--- src/rtl/biquad_lowpass_filter_bank_top_assert.svh ---
// ----------------------------------------------------------------------------
// Assertion macros for the biquad low-pass filter bank
// Concurrent checks clocked by clk, disabled while rst_n is low.
// ----------------------------------------------------------------------------
`ifndef BIQUAD_LOWPASS_FILTER_BANK_TOP_ASSERT_SVH
`define BIQUAD_LOWPASS_FILTER_BANK_TOP_ASSERT_SVH

`ifndef SYNTH

// ante in one cycle implies cons in the same cycle
`define BQLP_ASSERT_IMPLY(label, ante, cons, msg) \
  label: assert property (@(posedge clk) disable iff (!rst_n) (ante) |-> (cons)) \
    else $error(msg);

// ante in one cycle implies cons in the next cycle
`define BQLP_ASSERT_NEXT(label, ante, cons, msg) \
  label: assert property (@(posedge clk) disable iff (!rst_n) (ante) |=> (cons)) \
    else $error(msg);

// cond never holds
`define BQLP_ASSERT_NEVER(label, cond, msg) \
  label: assert property (@(posedge clk) disable iff (!rst_n) !(cond)) \
    else $error(msg);

`else

`define BQLP_ASSERT_IMPLY(label, ante, cons, msg)
`define BQLP_ASSERT_NEXT(label, ante, cons, msg)
`define BQLP_ASSERT_NEVER(label, cond, msg)

`endif

`endif

--- src/rtl/bqlp_pkg.sv ---
// ----------------------------------------------------------------------------
// bqlp_pkg
// Coefficient formats, register indexes and reset values of the filter bank.
// ----------------------------------------------------------------------------
`default_nettype none

package bqlp_pkg;

  localparam int COEF_BITS    = 27;
  localparam int COEF_FRAC    = 24;
  localparam int CFG_IDX_BITS = 3;

  typedef enum logic [CFG_IDX_BITS-1:0] {
    REG_GYRO_B0  = 3'd0,
    REG_GYRO_A1  = 3'd1,
    REG_GYRO_A2  = 3'd2,
    REG_ACCEL_B0 = 3'd3,
    REG_ACCEL_A1 = 3'd4,
    REG_ACCEL_A2 = 3'd5
  } cfg_reg_t;

  typedef struct packed {
    logic signed [COEF_BITS-1:0] b0;
    logic signed [COEF_BITS-1:0] a1;
    logic signed [COEF_BITS-1:0] a2;
  } coef_set_t;

  typedef struct packed {
    coef_set_t gyro;
    coef_set_t accel;
  } coef_bank_t;

  localparam coef_bank_t COEF_RST = '{
    gyro:  '{b0: 27'sd9030, a1: -27'sd32435400, a2: 27'sd15694353},
    accel: '{b0: 27'sd2295, a1: -27'sd32994797, a2: 27'sd16226733}
  };

endpackage

`default_nettype wire

--- src/rtl/bqlp_coef_regs.sv ---
// ----------------------------------------------------------------------------
// bqlp_coef_regs
// Coefficient register file for the gyro and accel sets, written by index.
// ----------------------------------------------------------------------------
`default_nettype none

module bqlp_coef_regs (
  input  wire logic                              clk,
  input  wire logic                              rst_n,
  input  wire logic                              cfg_valid,
  output logic                                   cfg_ready,
  input  wire logic [bqlp_pkg::CFG_IDX_BITS-1:0] cfg_index,
  input  wire logic [bqlp_pkg::COEF_BITS-1:0]    cfg_data,
  output bqlp_pkg::coef_bank_t                   coefs
);
  import bqlp_pkg::*;

  coef_bank_t coef_r;
  coef_bank_t coef_nxt;

  assign cfg_ready = 1'b1;
  assign coefs     = coef_r;

  always_comb begin
    coef_nxt = coef_r;
    if (cfg_valid) begin
      case (cfg_index)
        REG_GYRO_B0:  coef_nxt.gyro.b0  = cfg_data;
        REG_GYRO_A1:  coef_nxt.gyro.a1  = cfg_data;
        REG_GYRO_A2:  coef_nxt.gyro.a2  = cfg_data;
        REG_ACCEL_B0: coef_nxt.accel.b0 = cfg_data;
        REG_ACCEL_A1: coef_nxt.accel.a1 = cfg_data;
        REG_ACCEL_A2: coef_nxt.accel.a2 = cfg_data;
        default:      coef_nxt = coef_r;   // unmapped index: dropped
      endcase
    end
  end

  always_ff @(posedge clk) begin
    if (!rst_n) begin
      coef_r <= COEF_RST;
    end else begin
      coef_r <= coef_nxt;
    end
  end

endmodule

`default_nettype wire

--- config.mk ---
export PLATFORM = sky130hd
export DESIGN_NAME = bqlp_coef_regs
export DESIGN_NICKNAME = d
export VERILOG_FILES = /design/src/rtl/biquad_lowpass_filter_bank_top_assert.svh /design/src/rtl/bqlp_pkg.sv /design/src/rtl/bqlp_coef_regs.sv
export SDC_FILE = /design/constraint.sdc
export NUM_CORES = 1
export LEC_CHECK = 0
export BUFFER_PORTS_ARGS = -buffer_cell sky130_fd_sc_hd__buf_2
export CORE_ASPECT_RATIO = 0.5
export CORE_UTILIZATION = 45
export CTS_BUF_LIST = sky130_fd_sc_hd__clkbuf_4
export DETAILED_ROUTE_END_ITERATION = 12
export PLACE_DENSITY_LB_ADDON = 0.15
export SETUP_SLACK_MARGIN = 0.05
export SLEW_MARGIN = 20
export SYNTH_ARGS = -nofsm -noshare
export SYNTH_HDL_FRONTEND = slang
export SYNTH_SLANG_ARGS = --single-unit
--- constraint.sdc ---
create_clock -name clk -period 1.3 [get_ports clk]
set_clock_uncertainty 0.1 [all_clocks]
set_input_delay 0.26 -clock clk [delete_from_list [all_inputs] [get_ports clk]]
set_output_delay 0.26 -clock clk [all_outputs]
set_load 0.05 [all_outputs]
==> results by group <==
Place
  – Placer Congestion: 0.748
  – Worst slack, placed: -0.151 ns
  – DP HPWL: 11300 µm
  – Buffers on Ports: 194

Power and ir drop
  – Share of total power in sequential cells: 0.548
  – Sw power: 2910 µW
  – Worst vdd ir: 491 µV
  – Sw frac: 0.307
  – Static Leak: 0.00459 µW
  – Combinational group share of total power: 0.153
  – P_int: 6570 µW
  – Clock power frac: 0.299
  – Pwr dens: 944 nW/µm²

Final layout
  – Max FFs per register: 162
  – Final core occ: 0.739
  – Layout area overhead: 59.6%
  – Nets@finish: 879
  – Commonest non-fill, non-tap cells in the layout: mux2i_1, dfxtp_2, buf_8, nand2_1, nor2b_1
  – Fillers: 945
  – Layout cell share with drive strength beyond 1: 0.525
  – Register area: 3450 µm²
  – Area of the multi-input gates: 2770 µm²

Setup path
  – Worst setup EP type: output port
  – Worst setup SP type: flip-flop
  – Reg2reg start: coefs[55]
  – WS Path Type: flip-flop to output port
  – Required @ worst endpoint: 0.94 ns
  – Max incr delay on CP: 0.39 ns
  – Slowest-stage cell, CP: dfxtp_2
  – Critical R2R Capture: coefs[55]
  – Critical path's top delay family: flip-flops
  – CP Data Arrival Time: 1.09 ns
  – Worst Path Max Fanout: 2
  – CP bufs+invs: 1
  – Register-to-register setup slack: 0.38 ns
  – Critical Path, Cell by Cell: buf_8
  – R2R depth: 3

CTS
  – Clock buffer depth: 2
  – Clk Latency, worst-skew pair: 0.51 ns
  – Worst-path clk slew: 0.16 ns
  – CTS sink cnt: 162
  – H-tree depth: 4
  – Root buf cell: clkbuf_4
  – Cts bufs inserted: 17
  – CTS tree: built

STA
  – Crit path time final: 1.45 ns
  – Fin crit share: 1.11
  – Max-slew violation count: 0
  – Max Fclk: 692 MHz
  – Final Hold Vio Count: 0
  – Setup TNS: -18.15 ns
  – # setup viols final: 162
  – Worst setup margin: -0.145 ns
  – RSZ-0062 raised after global routing: yes

Logic synthesis
  – Mapped Nets: 624
  – Ys Warns: 0
  – Seq cells post-synth: 162
  – Yosys cell types: 16
  – Cells after Synth: 591
  – Mean post-synth cell area: 10.6 µm²
  – Seq/Total Area, Yosys: 0.516
  – Synthesized cell area: 6290 µm²

Global route
  – Vias in the first global route: 5247
  – Initial antenna violation count: 1
  – First-pass GRT wire length: 27700 µm
  – Tot GR Track Use: 0.249
  – Largest net degree at the start of global routing: 40
  – GR Overflow Total: 0

Worst hold path
  – Hold path start: rst_n
  – Worst hold path type: input port to flip-flop
  – Hold Path Sink: coefs[136]
  – Min-Delay Path Depth: 3

Die
  – Starting density of the core: 0.463
  – Ports: 196
  – Core Rows: 30
  – Height of the die: 85.6 µm
  – Core Footprint: 13600 µm²
  – Die width: 169 µm
  – Die footprint: 14500 µm²

Outcome
  – Failing checks: setup timing
  – Status: finished, violations left

Detailed routing
  – Vias per std cell: 4.78
  – DRC Markers: 0
  – DR iter-0 viols: 202
  – Drt first pass iters: 5
  – ANT nets after route: 0
  – Wire per inst: 17.3 µm
  – Final WL: 18300 µm
  – Via count: 5036

Flow run
  – Max-cap violations: 0
metal layers:
layer | up-vias | share of wire | track usage
met1 | 2419 | 0.42 | 0.284
li1 | 2453 | - | -
met5 | - | 0 | 0
met3 | 22 | 0.055 | 0.0715
met4 | 0 | 0.014 | 0.0893
met2 | 142 | 0.51 | 0.451
kinds of logic after synthesis:
kind of cell | after synthesis | synth area share
DFF | 162 | 0.516
and+or+nand+nor | 222 | 0.177
other | 1 | 0.000596
buffers and inverters | 44 | 0.0489
muxes | 162 | 0.258
how the worst max path moves through the flow:
stage | cells past startpoint | end | slack [ns] | from
final | 1 | coefs[79] | -0.15 | coefs[79]
after detailed placement | 4 | coefs[154] | -0.15 | cfg_index[1]
after global routing | 1 | coefs[60] | -0.22 | coefs[60]
after floorplan | 4 | coefs[159] | 0.1 | cfg_index[1]
after global placement | 4 | coefs[153] | -0.12 | cfg_index[1]
after CTS | 1 | coefs[11] | -0.19 | coefs[11]
per-stage QoR:
step                      power, µW  instances  instance area (µm²)  hold slack (ns)
after floorplan                6030        591                 6290            0.321
after global placement         6380        968                 7630            0.339
after detailed placement       6390        968                 7630            0.347
after CTS                      9480       1035                 9750          0.00543
after global routing           9850       1053                10000           0.0113
final                          9480       1053                10000           0.0484
area by class of cell:
type	count	area share
antenna	2	0.000498
clock buffer	18	0.0135
clock inverter	14	0.0122
multi-input combinational	385	0.275
sequential	162	0.343
tap	192	0.0239
timing repair buffer	280	0.332
power groups by stage:
stage	logic [µW]	registers, µW	clock network, µW
final	1450	5200	2840
after global routing	1520	5210	3120
after CTS	1400	5190	2890
after detailed placement	1150	5240	0
after global placement	1140	5240	0
after floorplan	408	5620	0
cell usage after synthesis:
| library cell | n | area, µm² |
|---|---|---|
| buf_4 | 7 | 52.6 |
| nor4b_2 | 1 | 15.0 |
| mux2i_1 | 162 | 1620 |
| buf_1 | 1 | 3.75 |
| and4bb_1 | 1 | 12.5 |
| nand4b_1 | 2 | 17.5 |
| nand4bb_1 | 3 | 33.8 |
| clkbuf_1 | 12 | 45.0 |
| buf_2 | 13 | 65.1 |
| conb_1 | 1 | 3.75 |
| buf_6 | 9 | 101 |
| buf_12 | 2 | 40.0 |
| nor2b_1 | 88 | 551 |
| nand2_1 | 126 | 473 |
| dfxtp_1 | 162 | 3240 |
| and4bb_2 | 1 | 12.5 |
repair_timing:
item	in CTS	in global routing
endpoints found under the hold margin	145	0
resized for setup	571	45
buffers inserted	8	16
endpoints found under the setup margin	162	162
hold buffers	27	0
Power figures use the tool's default switching activity.
